### src/hw/rtl/mte_pkg.sv
`timescale 1ns / 1ps
// ----------------------------------------------------------------------------
// mte_pkg
// Shared types and constants for the MIDI track event encoder.
// ----------------------------------------------------------------------------
package mte_pkg;

  localparam logic CMD_NOTE = 1'b0;
  localparam logic CMD_EOT  = 1'b1;

  localparam logic [7:0] META_PREFIX = 8'hFF;
  localparam logic [7:0] META_EOT    = 8'h2F;
  localparam logic [7:0] ZERO_BYTE   = 8'h00;

  localparam int GRP_BITS  = 7;
  localparam int MAX_GRPS  = 5;
  localparam int DLY_BITS  = GRP_BITS * MAX_GRPS;

  localparam int Q_DEPTH   = 4;
  localparam int Q_PTR_W   = $clog2(Q_DEPTH);
  localparam int Q_CNT_W   = $clog2(Q_DEPTH + 1);

  localparam logic [2:0] EOT_LAST_IDX = 3'd3;

  // One classified request, queued between front and back
  typedef struct packed {
    logic                cmd;
    logic [2:0]          ngrp;
    logic [DLY_BITS-1:0] dly;
    logic [6:0]          key;
    logic [6:0]          vel;
    logic                is_on;
  } entry_t;

  // Queue handshake seen by a consumer
  typedef struct packed {
    logic   valid;
    entry_t data;
  } q_out_t;

endpackage

### src/hw/rtl/mte_front.sv
`timescale 1ns / 1ps
// ----------------------------------------------------------------------------
// mte_front
// Accepts requests, computes the tick delta and its VLQ group count.
// ----------------------------------------------------------------------------
module mte_front (
  input  logic            clk,
  input  logic            rst_n,
  input  logic            in_valid,
  output logic            in_ready,
  input  logic            in_cmd,
  input  logic [31:0]     in_event_tick,
  input  logic [6:0]      in_note_key,
  input  logic [6:0]      in_note_velocity,
  input  logic            in_is_on,
  input  logic            q_full,
  output logic            q_push,
  output mte_pkg::entry_t q_data
);

  logic [31:0] last_tick_r, last_tick_nxt;
  logic [31:0] delta;
  logic [2:0]  ngrp;
  logic [mte_pkg::DLY_BITS-1:0] dly_ext;
  logic [mte_pkg::DLY_BITS-1:0] dly_al;

  assign in_ready = !q_full;
  assign q_push   = in_valid && in_ready;
  assign delta    = in_event_tick - last_tick_r;
  assign dly_ext  = {{(mte_pkg::DLY_BITS-32){1'b0}}, delta};

  always_comb begin
    if (delta[31:28] != '0) begin
      ngrp = 3'd5;
    end else if (delta[27:21] != '0) begin
      ngrp = 3'd4;
    end else if (delta[20:14] != '0) begin
      ngrp = 3'd3;
    end else if (delta[13:7] != '0) begin
      ngrp = 3'd2;
    end else begin
      ngrp = 3'd1;
    end
  end

  // left-align so the leading group sits in the top seven bits
  always_comb begin
    unique case (ngrp)
      3'd5:    dly_al = dly_ext;
      3'd4:    dly_al = dly_ext << 7;
      3'd3:    dly_al = dly_ext << 14;
      3'd2:    dly_al = dly_ext << 21;
      default: dly_al = dly_ext << 28;
    endcase
  end

  always_comb begin
    q_data.cmd   = in_cmd;
    q_data.ngrp  = ngrp;
    q_data.dly   = dly_al;
    q_data.key   = in_note_key;
    q_data.vel   = in_note_velocity;
    q_data.is_on = in_is_on;
  end

  always_comb begin
    last_tick_nxt = last_tick_r;
    if (q_push) begin
      last_tick_nxt = (in_cmd == mte_pkg::CMD_EOT) ? 32'd0 : in_event_tick;
    end
  end

  always_ff @(posedge clk) begin
    if (!rst_n) begin
      last_tick_r <= '0;
    end else begin
      last_tick_r <= last_tick_nxt;
    end
  end

  a_eot_clears_tick: assert property (@(posedge clk) disable iff (!rst_n)
    q_push && in_cmd == mte_pkg::CMD_EOT |=> last_tick_r == 32'd0)
    else $error("end of track did not clear last tick");
  a_grp_range: assert property (@(posedge clk) disable iff (!rst_n)
    q_push |-> ngrp >= 3'd1 && ngrp <= 3'd5)
    else $error("group count out of range");
  a_short_delta: assert property (@(posedge clk) disable iff (!rst_n)
    q_push && delta <= 32'd127 |-> ngrp == 3'd1)
    else $error("short delta not single byte");

endmodule

### src/hw/rtl/mte_queue.sv
`timescale 1ns / 1ps
// ----------------------------------------------------------------------------
// mte_queue
// Small request queue decoupling the front from the byte serializer.
// ----------------------------------------------------------------------------
module mte_queue (
  input  logic            clk,
  input  logic            rst_n,
  input  logic            push,
  input  mte_pkg::entry_t din,
  output logic            full,
  input  logic            pop,
  output mte_pkg::q_out_t qout
);

  mte_pkg::entry_t ent_r [mte_pkg::Q_DEPTH];
  logic [mte_pkg::Q_PTR_W-1:0] wp_r, wp_nxt, rp_r, rp_nxt;
  logic [mte_pkg::Q_CNT_W-1:0] cnt_r, cnt_nxt;
  logic do_push, do_pop;

  assign full       = (cnt_r == mte_pkg::Q_CNT_W'(mte_pkg::Q_DEPTH));
  assign qout.valid = (cnt_r != '0);
  assign qout.data  = ent_r[rp_r];
  assign do_push    = push && !full;
  assign do_pop     = pop && qout.valid;

  always_comb begin
    wp_nxt  = do_push ? wp_r + 1'b1 : wp_r;
    rp_nxt  = do_pop ? rp_r + 1'b1 : rp_r;
    cnt_nxt = cnt_r;
    if (do_push && !do_pop) begin
      cnt_nxt = cnt_r + 1'b1;
    end else if (!do_push && do_pop) begin
      cnt_nxt = cnt_r - 1'b1;
    end
  end

  always_ff @(posedge clk) begin
    if (!rst_n) begin
      wp_r  <= '0;
      rp_r  <= '0;
      cnt_r <= '0;
    end else begin
      wp_r  <= wp_nxt;
      rp_r  <= rp_nxt;
      cnt_r <= cnt_nxt;
    end
  end

  always_ff @(posedge clk) begin
    if (do_push) begin
      ent_r[wp_r] <= din;
    end
  end

  a_cnt_bound: assert property (@(posedge clk) disable iff (!rst_n)
    cnt_r <= mte_pkg::Q_CNT_W'(mte_pkg::Q_DEPTH))
    else $error("queue count overflow");
  a_ptr_sync: assert property (@(posedge clk) disable iff (!rst_n)
    (cnt_r == '0 || full) |-> wp_r == rp_r)
    else $error("queue pointers disagree with count");
  a_no_push_full: assert property (@(posedge clk) disable iff (!rst_n)
    full |-> !do_push)
    else $error("push into full queue");

endmodule

### src/hw/rtl/mte_back.sv
`timescale 1ns / 1ps
// ----------------------------------------------------------------------------
// mte_back
// Serializes queued requests into track bytes, one per cycle unless
// out_ready stalls the output, and keeps the running track byte count.
// ----------------------------------------------------------------------------
module mte_back (
  input  logic            clk,
  input  logic            rst_n,
  input  logic [3:0]      channel,
  input  mte_pkg::q_out_t qin,
  output logic            q_pop,
  output logic            out_valid,
  input  logic            out_ready,
  output logic [7:0]      out_byte,
  output logic            out_last,
  output logic [31:0]     out_track_length
);

  logic            busy_r, busy_nxt;
  mte_pkg::entry_t ent_r, ent_nxt;
  logic [2:0]      idx_r, idx_nxt;
  logic [mte_pkg::DLY_BITS-1:0] sh_r, sh_nxt;
  logic [31:0]     cnt_r, cnt_nxt;
  logic            ov_r, ov_nxt;
  logic [7:0]      ob_r, ob_nxt;
  logic            ol_r, ol_nxt;
  logic [31:0]     olen_r, olen_nxt;

  logic       adv;
  logic       is_last;
  logic [7:0] cur_byte;
  logic [31:0] cur_len;

  assign adv = busy_r && (!ov_r || out_ready);

  always_comb begin
    cur_len = '0;
    if (ent_r.cmd == mte_pkg::CMD_EOT) begin
      is_last = (idx_r == mte_pkg::EOT_LAST_IDX);
      unique case (idx_r)
        3'd0:    cur_byte = mte_pkg::ZERO_BYTE;
        3'd1:    cur_byte = mte_pkg::META_PREFIX;
        3'd2:    cur_byte = mte_pkg::META_EOT;
        default: cur_byte = mte_pkg::ZERO_BYTE;
      endcase
      if (is_last) begin
        cur_len = cnt_r + 32'd1;
      end
    end else begin
      is_last = (idx_r == 3'(ent_r.ngrp + 3'd2));
      if (idx_r < ent_r.ngrp) begin
        cur_byte = {idx_r != 3'(ent_r.ngrp - 3'd1),
                    sh_r[mte_pkg::DLY_BITS-1 -: mte_pkg::GRP_BITS]};
      end else if (idx_r == ent_r.ngrp) begin
        cur_byte = {1'b1, 2'b00, ent_r.is_on, channel};
      end else if (is_last) begin
        cur_byte = {1'b0, ent_r.vel};
      end else begin
        cur_byte = {1'b0, ent_r.key};
      end
    end
  end

  assign q_pop = qin.valid && (!busy_r || (adv && is_last));

  always_comb begin
    busy_nxt = busy_r;
    ent_nxt  = ent_r;
    idx_nxt  = idx_r;
    sh_nxt   = sh_r;
    cnt_nxt  = cnt_r;
    ov_nxt   = ov_r;
    ob_nxt   = ob_r;
    ol_nxt   = ol_r;
    olen_nxt = olen_r;
    if (out_ready) begin
      ov_nxt = 1'b0;
    end
    if (adv) begin
      ov_nxt   = 1'b1;
      ob_nxt   = cur_byte;
      ol_nxt   = is_last;
      olen_nxt = cur_len;
      idx_nxt  = idx_r + 3'd1;
      sh_nxt   = sh_r << mte_pkg::GRP_BITS;
      if (is_last && ent_r.cmd == mte_pkg::CMD_EOT) begin
        cnt_nxt = '0;
      end else begin
        cnt_nxt = cnt_r + 32'd1;
      end
      if (is_last) begin
        busy_nxt = 1'b0;
      end
    end
    if (q_pop) begin
      busy_nxt = 1'b1;
      ent_nxt  = qin.data;
      idx_nxt  = '0;
      sh_nxt   = qin.data.dly;
    end
  end

  always_ff @(posedge clk) begin
    if (!rst_n) begin
      busy_r <= 1'b0;
      idx_r  <= '0;
      cnt_r  <= '0;
      ov_r   <= 1'b0;
    end else begin
      busy_r <= busy_nxt;
      idx_r  <= idx_nxt;
      cnt_r  <= cnt_nxt;
      ov_r   <= ov_nxt;
    end
  end

  always_ff @(posedge clk) begin
    ent_r  <= ent_nxt;
    sh_r   <= sh_nxt;
    ob_r   <= ob_nxt;
    ol_r   <= ol_nxt;
    olen_r <= olen_nxt;
  end

  assign out_valid        = ov_r;
  assign out_byte         = ob_r;
  assign out_last         = ol_r;
  assign out_track_length = olen_r;

  a_len_only_last: assert property (@(posedge clk) disable iff (!rst_n)
    ov_r && !ol_r |-> olen_r == 32'd0)
    else $error("track length on non-final byte");
  a_eot_clears_cnt: assert property (@(posedge clk) disable iff (!rst_n)
    adv && is_last && ent_r.cmd == mte_pkg::CMD_EOT |=> cnt_r == 32'd0)
    else $error("byte count not cleared after end of track");
  a_idx_bound: assert property (@(posedge clk) disable iff (!rst_n)
    busy_r && ent_r.cmd == mte_pkg::CMD_NOTE |-> idx_r <= 3'(ent_r.ngrp + 3'd2))
    else $error("byte index past end of event");
  a_hold_stall: assert property (@(posedge clk) disable iff (!rst_n)
    ov_r && !out_ready |=> ov_r && $stable(ob_r))
    else $error("output byte changed under stall");

endmodule

### src/hw/rtl/midi_track_event_encoder_top.sv
`timescale 1ns / 1ps
// ----------------------------------------------------------------------------
// midi_track_event_encoder_top
// Encodes note events into MIDI track chunk body bytes with VLQ deltas.
// ----------------------------------------------------------------------------
//  Channel  Handshake            Payload
//  in       in_valid/in_ready    in_cmd, in_event_tick, in_note_key,
//                                in_note_velocity, in_is_on
//  out      out_valid/out_ready  out_byte, out_last, out_track_length
//  cfg      cfg_we               cfg_wdata (MIDI channel)
//
//  One byte leaves per cycle unless out_ready stalls (single byte port):
//  a note event is 4 to 8 bytes (VLQ length plus three), end of track 4.
//  A four-entry request queue lets the front accept while bytes drain.
//  Reset is synchronous (rst_n low): clears tick, byte count and queue.
//  Either side may stall freely; the output register holds under stall.
// ----------------------------------------------------------------------------
module midi_track_event_encoder_top (
  input  logic        clk,
  input  logic        rst_n,
  input  logic        cfg_we,
  input  logic [3:0]  cfg_wdata,
  input  logic        in_valid,
  output logic        in_ready,
  input  logic        in_cmd,
  input  logic [31:0] in_event_tick,
  input  logic [6:0]  in_note_key,
  input  logic [6:0]  in_note_velocity,
  input  logic        in_is_on,
  output logic        out_valid,
  input  logic        out_ready,
  output logic [7:0]  out_byte,
  output logic        out_last,
  output logic [31:0] out_track_length
);

  logic [3:0]      channel_r, channel_nxt;
  logic            q_full, q_push, q_pop;
  mte_pkg::entry_t q_din;
  mte_pkg::q_out_t q_out;

  assign channel_nxt = cfg_we ? cfg_wdata : channel_r;

  always_ff @(posedge clk) begin
    if (!rst_n) begin
      channel_r <= '0;
    end else begin
      channel_r <= channel_nxt;
    end
  end

  mte_front u_front (
    .clk              (clk),
    .rst_n            (rst_n),
    .in_valid         (in_valid),
    .in_ready         (in_ready),
    .in_cmd           (in_cmd),
    .in_event_tick    (in_event_tick),
    .in_note_key      (in_note_key),
    .in_note_velocity (in_note_velocity),
    .in_is_on         (in_is_on),
    .q_full           (q_full),
    .q_push           (q_push),
    .q_data           (q_din)
  );

  mte_queue u_queue (
    .clk   (clk),
    .rst_n (rst_n),
    .push  (q_push),
    .din   (q_din),
    .full  (q_full),
    .pop   (q_pop),
    .qout  (q_out)
  );

  mte_back u_back (
    .clk              (clk),
    .rst_n            (rst_n),
    .channel          (channel_r),
    .qin              (q_out),
    .q_pop            (q_pop),
    .out_valid        (out_valid),
    .out_ready        (out_ready),
    .out_byte         (out_byte),
    .out_last         (out_last),
    .out_track_length (out_track_length)
  );

endmodule

### config.mk
export PLATFORM = sky130hd
export DESIGN_NAME = midi_track_event_encoder_top
export DESIGN_NICKNAME = d
export VERILOG_FILES = /design/src/hw/rtl/mte_pkg.sv /design/src/hw/rtl/mte_front.sv /design/src/hw/rtl/mte_queue.sv /design/src/hw/rtl/mte_back.sv /design/src/hw/rtl/midi_track_event_encoder_top.sv
export SDC_FILE = /design/constraint.sdc
export NUM_CORES = 1
export LEC_CHECK = 0
export BUFFER_PORTS_ARGS = -buffer_cell sky130_fd_sc_hd__buf_2
export CAP_MARGIN = 20
export CORE_ASPECT_RATIO = 0.6
export CORE_MARGIN = 5
export CORE_UTILIZATION = 45
export DETAILED_ROUTE_END_ITERATION = 16
export PLACE_DENSITY = 0.65
export SETUP_SLACK_MARGIN = 0.3
export SLEW_MARGIN = 40
export SYNTH_ARGS = -nofsm -noshare
export SYNTH_HDL_FRONTEND = slang
export SYNTH_SLANG_ARGS = --single-unit
### constraint.sdc
create_clock -name clk -period 4.5 [get_ports clk]
set_clock_uncertainty 0.2 [all_clocks]
set_input_delay 0.225 -clock clk [delete_from_list [all_inputs] [get_ports clk]]
set_output_delay 0.225 -clock clk [all_outputs]
set_load 0.05 [all_outputs]
# After elaboration in Yosys (flattened, before gate mapping)
# Memories as Yosys holds them, arrays and structs flattened. A register that Yosys moved wholly into a read port is not among the register bits.
# Cells that the tools add are included.
dict set report classes {
  n_bitwise 1
  add_sub_neg 9
  order_cmp 1
  eq_ne 11
  reduce_logical 28
  n_mux 26
}
# cell n
set ops {}
lappend ops {{$pmux 35 s4} 1}
lappend ops {{$mux 35} 2}
lappend ops {{$mux 32} 2}
lappend ops {{$add 32x1->32 const B} 1}
lappend ops {{$sub 32x32->32} 1}
lappend ops {{$mux 8} 3}
lappend ops {{$reduce_bool 7->1} 3}
lappend ops {{$pmux 8 s2} 1}
lappend ops {{$mux 3} 5}
lappend ops {{$eq 3x2->1 const B} 4}
lappend ops {{$eq 3x3->1 const B} 3}
lappend ops {{$logic_and 1x1->1} 9}
lappend ops {{$mux 1} 8}
lappend ops {{$reduce_bool 2->1} 4}
lappend ops {{$mux 7} 1}
lappend ops {{$add 3x1->3 const B} 2}
lappend ops {{$eq 3x3->1} 2}
lappend ops {{$mux 2} 3}
lappend ops {{$sub 3x1->3 const B} 2}
lappend ops {{$logic_not 1->1} 5}
lappend ops {{$add 2x1->2 const B} 2}
lappend ops {{$reduce_and 2->1} 2}
lappend ops {{$reduce_bool 4->1} 1}
lappend ops {{$add 3x2->3 const B} 1}
lappend ops {{7 further kinds} 8}
dict set report word_totals {
  word_cells 95
  memories 1
  input_bits 57
  mem_bits_rw 216
  regBits 175
  out_inout_bits 43
}
# memory words word_bits read_ports rd_ports_with_merged_regs write_ports line_no
set mem_list {}
lappend mem_list {u_queue.ent_r 4 54 1 1 1 mte_queue.sv:16} ;# mte_pkg::entry_t ent_r [mte_pkg::Q_DEPTH];

# Longest topological paths before layout
dict set report depth {
  depth_word 10
  ltp_mapped 16
  ltp_nobuf 13
}

# Modules after synthesis
# Synthesis repeated with hierarchy kept, for this count alone.
dict set report unflattened {
  cells_unflattened 1583
  hier_area_um2 19248.5
}
# mod seq_area_each_um2 cells_each area_each_um2 instances
set modules_own_cells {}
lappend modules_own_cells {mte_queue 6666.4 330 8328.0 1}
lappend modules_own_cells {mte_back 3593.4 571 6065.8 1}
lappend modules_own_cells {mte_front 640.6 669 4698.3 1}
lappend modules_own_cells {midi_track_event_encoder_top 80.1 13 156.4 1}

# Least setup slack after synthesis
# OpenSTA, ideal clock, no wires.
dict set report synth_timing {
  path_type {flip-flop to flip-flop}
  startpoint {register u_front.last_tick_r[0]}
  endpoint {memory u_queue.ent_r[0][44] in the netlist's numbering (data pin)}
  setup_ns 0.184
  path_slack_ns 0.879
  path_buffers 1
  period_less_slack_ns 3.621
  path_stages_with_launch 14
  required_ns 4.116
  t_arrival_ns 3.237
  path_cell_list {dfxtp_1 > ha_1 > fa_1 > nand2b_1 > a21o_1 > a2111oi_2 > o31ai_1 > nor2_1 > a211oi_1 > or3_1 > buf_2 > o21a_1 > a311oi_1 > a2bb2oi_1}
}
# element line_no
set synth_lines {}
lappend synth_lines {{from (decl)} mte_front.sv:21} ;# logic [31:0] last_tick_r, last_tick_nxt;
lappend synth_lines {{from (signal assigned)} mte_front.sv:77} ;# last_tick_r <= last_tick_nxt;
lappend synth_lines {{to (decl)} mte_queue.sv:16}

==> results.txt <==
- Sequential cells burn around 43% of the power.
- In the global route stage, overall resource usage came out at 18.8%.
- Actual transition at the worst max-transition pin: between 700 and 800 ps
- Maximum vdd drop: 0.351 mV
- Net switching is a little under a third of the power.
* Synthesized netlist net count: around 1600
- The final hold violation count is 9.
* Fraction of layout cells with a size suffix above 1: 20.4%
- Most frequently used flop master after synthesis: sky130_fd_sc_hd__edfxtp_1
* Required @ worst endpoint: 4660 ps
* Post-synth top area cell: sky130_fd_sc_hd__edfxtp_1
- CP startpoint kind: flip-flop
* Routed Wire Length: 44000 um
- For this design the top-level I/O count stands at 100.
* Critical Path, Cell by Cell: ha_1 -> fa_1 -> nand2b_1 -> a21o_1 -> a2111oi_4 -> o31ai_1 -> nor2_1 -> a211oi_2 -> or3_1 -> o21a_1 -> a311oi_2 -> a2bb2oi_2
* Detailed Place HPWL: ~29000 um
- The multi-input combinational cells in the finished layout cover a total of 7600 sq um.
- Proportion of power drawn by the clock network: 28.6%
- For this design, the sink count on the clock tree is roughly 390.
- Setup total negative slack: 0 ps
- After detailed routing, the average wire length per cell comes to 19.3 um.
* Worst hold slack after final layout: -11.1 ps
* Clock H-tree levels: 2
* Internal Power: approximately 8.3 mW
- Area share of the leading cell type in the synthesized netlist: about 50%
* Setup repair after global routing missed its margin: no
- Seq/Total Area, Yosys: between 50 and 60%
- The region available for standard cell placement spans 41800 sq um.
- Buffers & Inverters on Critical Path: 0
- TritonRoute pass-1 iters: 5
- Final count of pins violating max slew: 0
- Entering global routing, the biggest net connects 72 pins.
- Clock latency reported for the late side of the worst-skew pair: approximately 550 ps
- In the synthesized netlist, the cells that appear most often are 311 x sky130_fd_sc_hd__edfxtp_1, 101 x sky130_fd_sc_hd__a21oi_1, 100 x sky130_fd_sc_hd__nand2_1, 100 x sky130_fd_sc_hd__nor2_1, 82 x sky130_fd_sc_hd__dfxtp_1.
* Crit path largest cell delay: about 500 ps
- Most area-consuming cells after synthesis: sky130_fd_sc_hd__edfxtp_1 49%, sky130_fd_sc_hd__dfxtp_1 8.7%, sky130_fd_sc_hd__mux4_2 6.4%
- FF+latch count, synth: 393
- Final cell count without fillers: 2278
- Mapped Avg Cell Area: about 12 sq um
* TritonCTS buffer count: 38
- Total of fill cells in the finished design: 3550
* Largest fanout of any net on the critical path: 7
* Max-cap violations: 0
- sky130_fd_sc_hd__edfxtp_1 is the most common cell in the netlist.
- The floorplan step set the die height to ~170 um.
- In this run the core area contains 58 standard-cell rows.
* Global route total overflow: 0
- Synthesis produced approximately 1500 cells.
- Diodes inserted: 0
- Setup violations remaining at the end of the flow were counted as 0.
- The path class of the tightest hold or removal check is input port to flip-flop.
* Number of nets in the finished design: 1783
* Average via count per standard cell: 5.54
- Synth unique cells: 85
- In this design, the largest share of critical-path delay is due to compound AO/OA/AOI/OAI gates.
- Status: complete, but fails checks
* Via count of the first global-routing pass: 12245
- Routability-driven placement finished with a final weighted congestion of 0.908.
* Horizontal die dimension: 275 um
* Clock root cell: sky130_fd_sc_hd__clkbuf_16
- Max stage delay cell, worst path: sky130_fd_sc_hd__or3_1
- Compared with the post-synthesis result, the final layout area differs by 18.0%.
* Combined area of all synthesized cells: 19000 sq um
- Power share of the combinational group: 28.7%
- For this design the ratio of total power to cell area is approximately 540 nW/um^2.
- The sequential cells in the finished layout cover a total of 11000 sq um.
- Post-route fraction of the period consumed by the critical path: between 80% and 90%
- Maximum clock path buffer count: 3
* Wire length of the first global-routing pass: 69600 um
* Clock-pin transition on the worst setup and hold timing paths: 60 ps
- Initial core utilization: between 40% and 50%
- Total net switching power: 3.86 mW
* Clock period minus worst slack: between 4000 and 5000 ps
* Highest Clock Rate: 249 MHz
- In this run, the number of DRC markers left after iteration 0 of detailed routing was 1022.
- Synthesis Warnings: 0
- TritonCTS built the clock tree.
- For this run, asynchronously set or reset flops after synthesis account for 0%.
- Antenna violations before repair: 0
* Relative slew slack: 47.4%
- The die covers between 40000 and 50000 sq um.
* Failing checks: hold timing
* Signal arrival time at the worst endpoint: 4170 ps
* Total placed cells including tap cells: between 2000 and 2500
- Counting flops with a built-in enable in the synthesized netlist gives 311.
- The routed layout has between 10000 and 15000 vias.
- The count of nets left with antenna violations once routing finished came out at 0.
- Port buffering added 99 buffers.
- LEAKAGE: 7.66 nW
- Crit path capture type: flip-flop
- Detailed-route DRC error count: 0
- The setup path with the least slack is of type flip-flop to flip-flop.
==> routing by layer <==
metal  track usage (%)  vias to the layer above  part of all wire (%)
li1                  -                     6002                     -
met5                 0                        -                     0
met3              3.56                       39                   6.2
met1              28.4                     6220                    48
met2              28.7                      363                    45
met4              3.18                        0                   1.2
==> worst reg2reg max path, cell delays in order (launching register included) <==
cell                        delay (ps)
sky130_fd_sc_hd__dfxtp_1           320
sky130_fd_sc_hd__ha_1              250
sky130_fd_sc_hd__fa_1              420
sky130_fd_sc_hd__nand2b_1          200
sky130_fd_sc_hd__a21o_1            260
sky130_fd_sc_hd__a2111oi_4         450
sky130_fd_sc_hd__o31ai_1           160
sky130_fd_sc_hd__nor2_1            200
sky130_fd_sc_hd__a211oi_2           80
sky130_fd_sc_hd__or3_1             500
sky130_fd_sc_hd__o21a_1            220
sky130_fd_sc_hd__a311oi_2          310
sky130_fd_sc_hd__a2bb2oi_2         260
==> final timing paths <==
check / start / cells past startpoint / endpoint / slack (ps)
worst max-delay path: u_front.last_tick_r[0]$_SDFFE_PN0P_ / 12 / u_queue.ent_r[0][44]$_DFFE_PP_ / 490
worst min-delay path: rst_n / 2 / u_front.last_tick_r[23]$_SDFFE_PN0P_ / -10
worst max register to register: u_front.last_tick_r[0]$_SDFFE_PN0P_ / 12 / u_queue.ent_r[0][44]$_DFFE_PP_ / 490
worst min register to register: u_back.busy_r$_SDFFE_PN0P_ / 2 / u_back.busy_r$_SDFFE_PN0P_ / 300
==> repair_timing <==
| item | CTS | global route |
|---|---|---|
| setup buffers | 4 | 1 |
| hold buffers | 57 | 0 |
| endpoints found under the setup margin | 72 | 116 |
| gates resized for setup | 7 | 26 |
| pin swaps | 2 | 0 |
| endpoints found under the hold margin | 100 | 0 |
==> cell families after synthesis <==
group	Yosys count	synth area share [%]
mux	116	9.95
xor+xnor	55	2.54
flops	393	57.9
compound gates	295	9.92
fa+ha+maj	47	3.18
simple gates	478	13.5
buf+inv	141	3.00
==> flip-flops by register name, indices dropped and copies added, names as in the netlist, 3 cells and up, named ones only <==
name	flops
u_queue.ent_r	216
u_back.sh_r	35
u_back.cnt_r	32
u_back.out_track_length	32
u_front.last_tick_r	32
u_back.ent_r	19
u_back.out_byte	8
channel_r	4
u_back.idx_r	3
u_queue.cnt_r	3
==> final cells by class <==
| cell class | count | area share [%] |
|---|---|---|
| Sequential cell | 393 | 49.1 |
| Multi-Input combinational cell | 991 | 33.9 |
| Clock inverter | 22 | 1.53 |
| Inverter | 57 | 0.955 |
| Tap cell | 570 | 3.18 |
| Clock buffer | 47 | 4.54 |
| Timing Repair Buffer | 198 | 6.79 |
==> metrics by stage <==
stage / setup WS (ps) / power (mW) / area (sq um) / hold WS, ps / utilization, %
after global routing: 290 / 12.8 / 22400 / 11.8 / 53.6
after detailed placement: 53.1 / 8.69 / 20200 / 251 / 48.4
after floorplan: 879 / 7.62 / 19000 / 124 / -
after global placement: 296 / 8.56 / 20100 / 243 / 48.1
final: 489 / 12.2 / 22400 / -11.1 / 53.6
after CTS: 357 / 12.3 / 22200 / 123 / 53.1
==> power by group through the flow <==
stage          sequential (mW)  clock [mW]  combinational [mW]
2_1_floorplan             5.52           0                2.10
3_3_place_gp              5.34           0                3.22
3_5_place_dp              5.32           0                3.38
4_1_cts                   5.24        3.58                3.45
5_1_grt                   5.26        3.74                3.79
6_report                  5.20        3.49                3.50
==> placed cells by master (no fill, tap or decap), types with 7 or more instances in the layout <==
cell type,instances
sky130_fd_sc_hd__a22oi_1,8
sky130_fd_sc_hd__buf_12,9
sky130_fd_sc_hd__a21boi_0,11
sky130_fd_sc_hd__o21ai_0,65
sky130_fd_sc_hd__nand4_1,9
sky130_fd_sc_hd__nand3_1,26
sky130_fd_sc_hd__nor3b_1,35
sky130_fd_sc_hd__o21ai_1,9
sky130_fd_sc_hd__mux4_2,54
sky130_fd_sc_hd__a211oi_1,9
sky130_fd_sc_hd__nand2b_1,10
sky130_fd_sc_hd__dlygate4sd3_1,57
sky130_fd_sc_hd__a21oi_1,99
sky130_fd_sc_hd__clkbuf_1,7
sky130_fd_sc_hd__buf_4,32
sky130_fd_sc_hd__bufinv_16,8
sky130_fd_sc_hd__buf_2,98
sky130_fd_sc_hd__xnor2_1,27
sky130_fd_sc_hd__dfxtp_1,80
sky130_fd_sc_hd__mux2i_1,31
sky130_fd_sc_hd__nand2_1,98
sky130_fd_sc_hd__and3_1,12
sky130_fd_sc_hd__mux2_2,30
sky130_fd_sc_hd__inv_1,55
sky130_fd_sc_hd__a21o_1,14
sky130_fd_sc_hd__clkbuf_16,39
sky130_fd_sc_hd__o211ai_1,7
sky130_fd_sc_hd__xor2_1,27
sky130_fd_sc_hd__nor3_1,32
sky130_fd_sc_hd__edfxtp_1,311
sky130_fd_sc_hd__and2_1,26
sky130_fd_sc_hd__nor2b_1,72
sky130_fd_sc_hd__nor2_1,99
sky130_fd_sc_hd__ha_1,43
sky130_fd_sc_hd__or3_1,12
No activity file was read; power rests on OpenSTA's default activity.
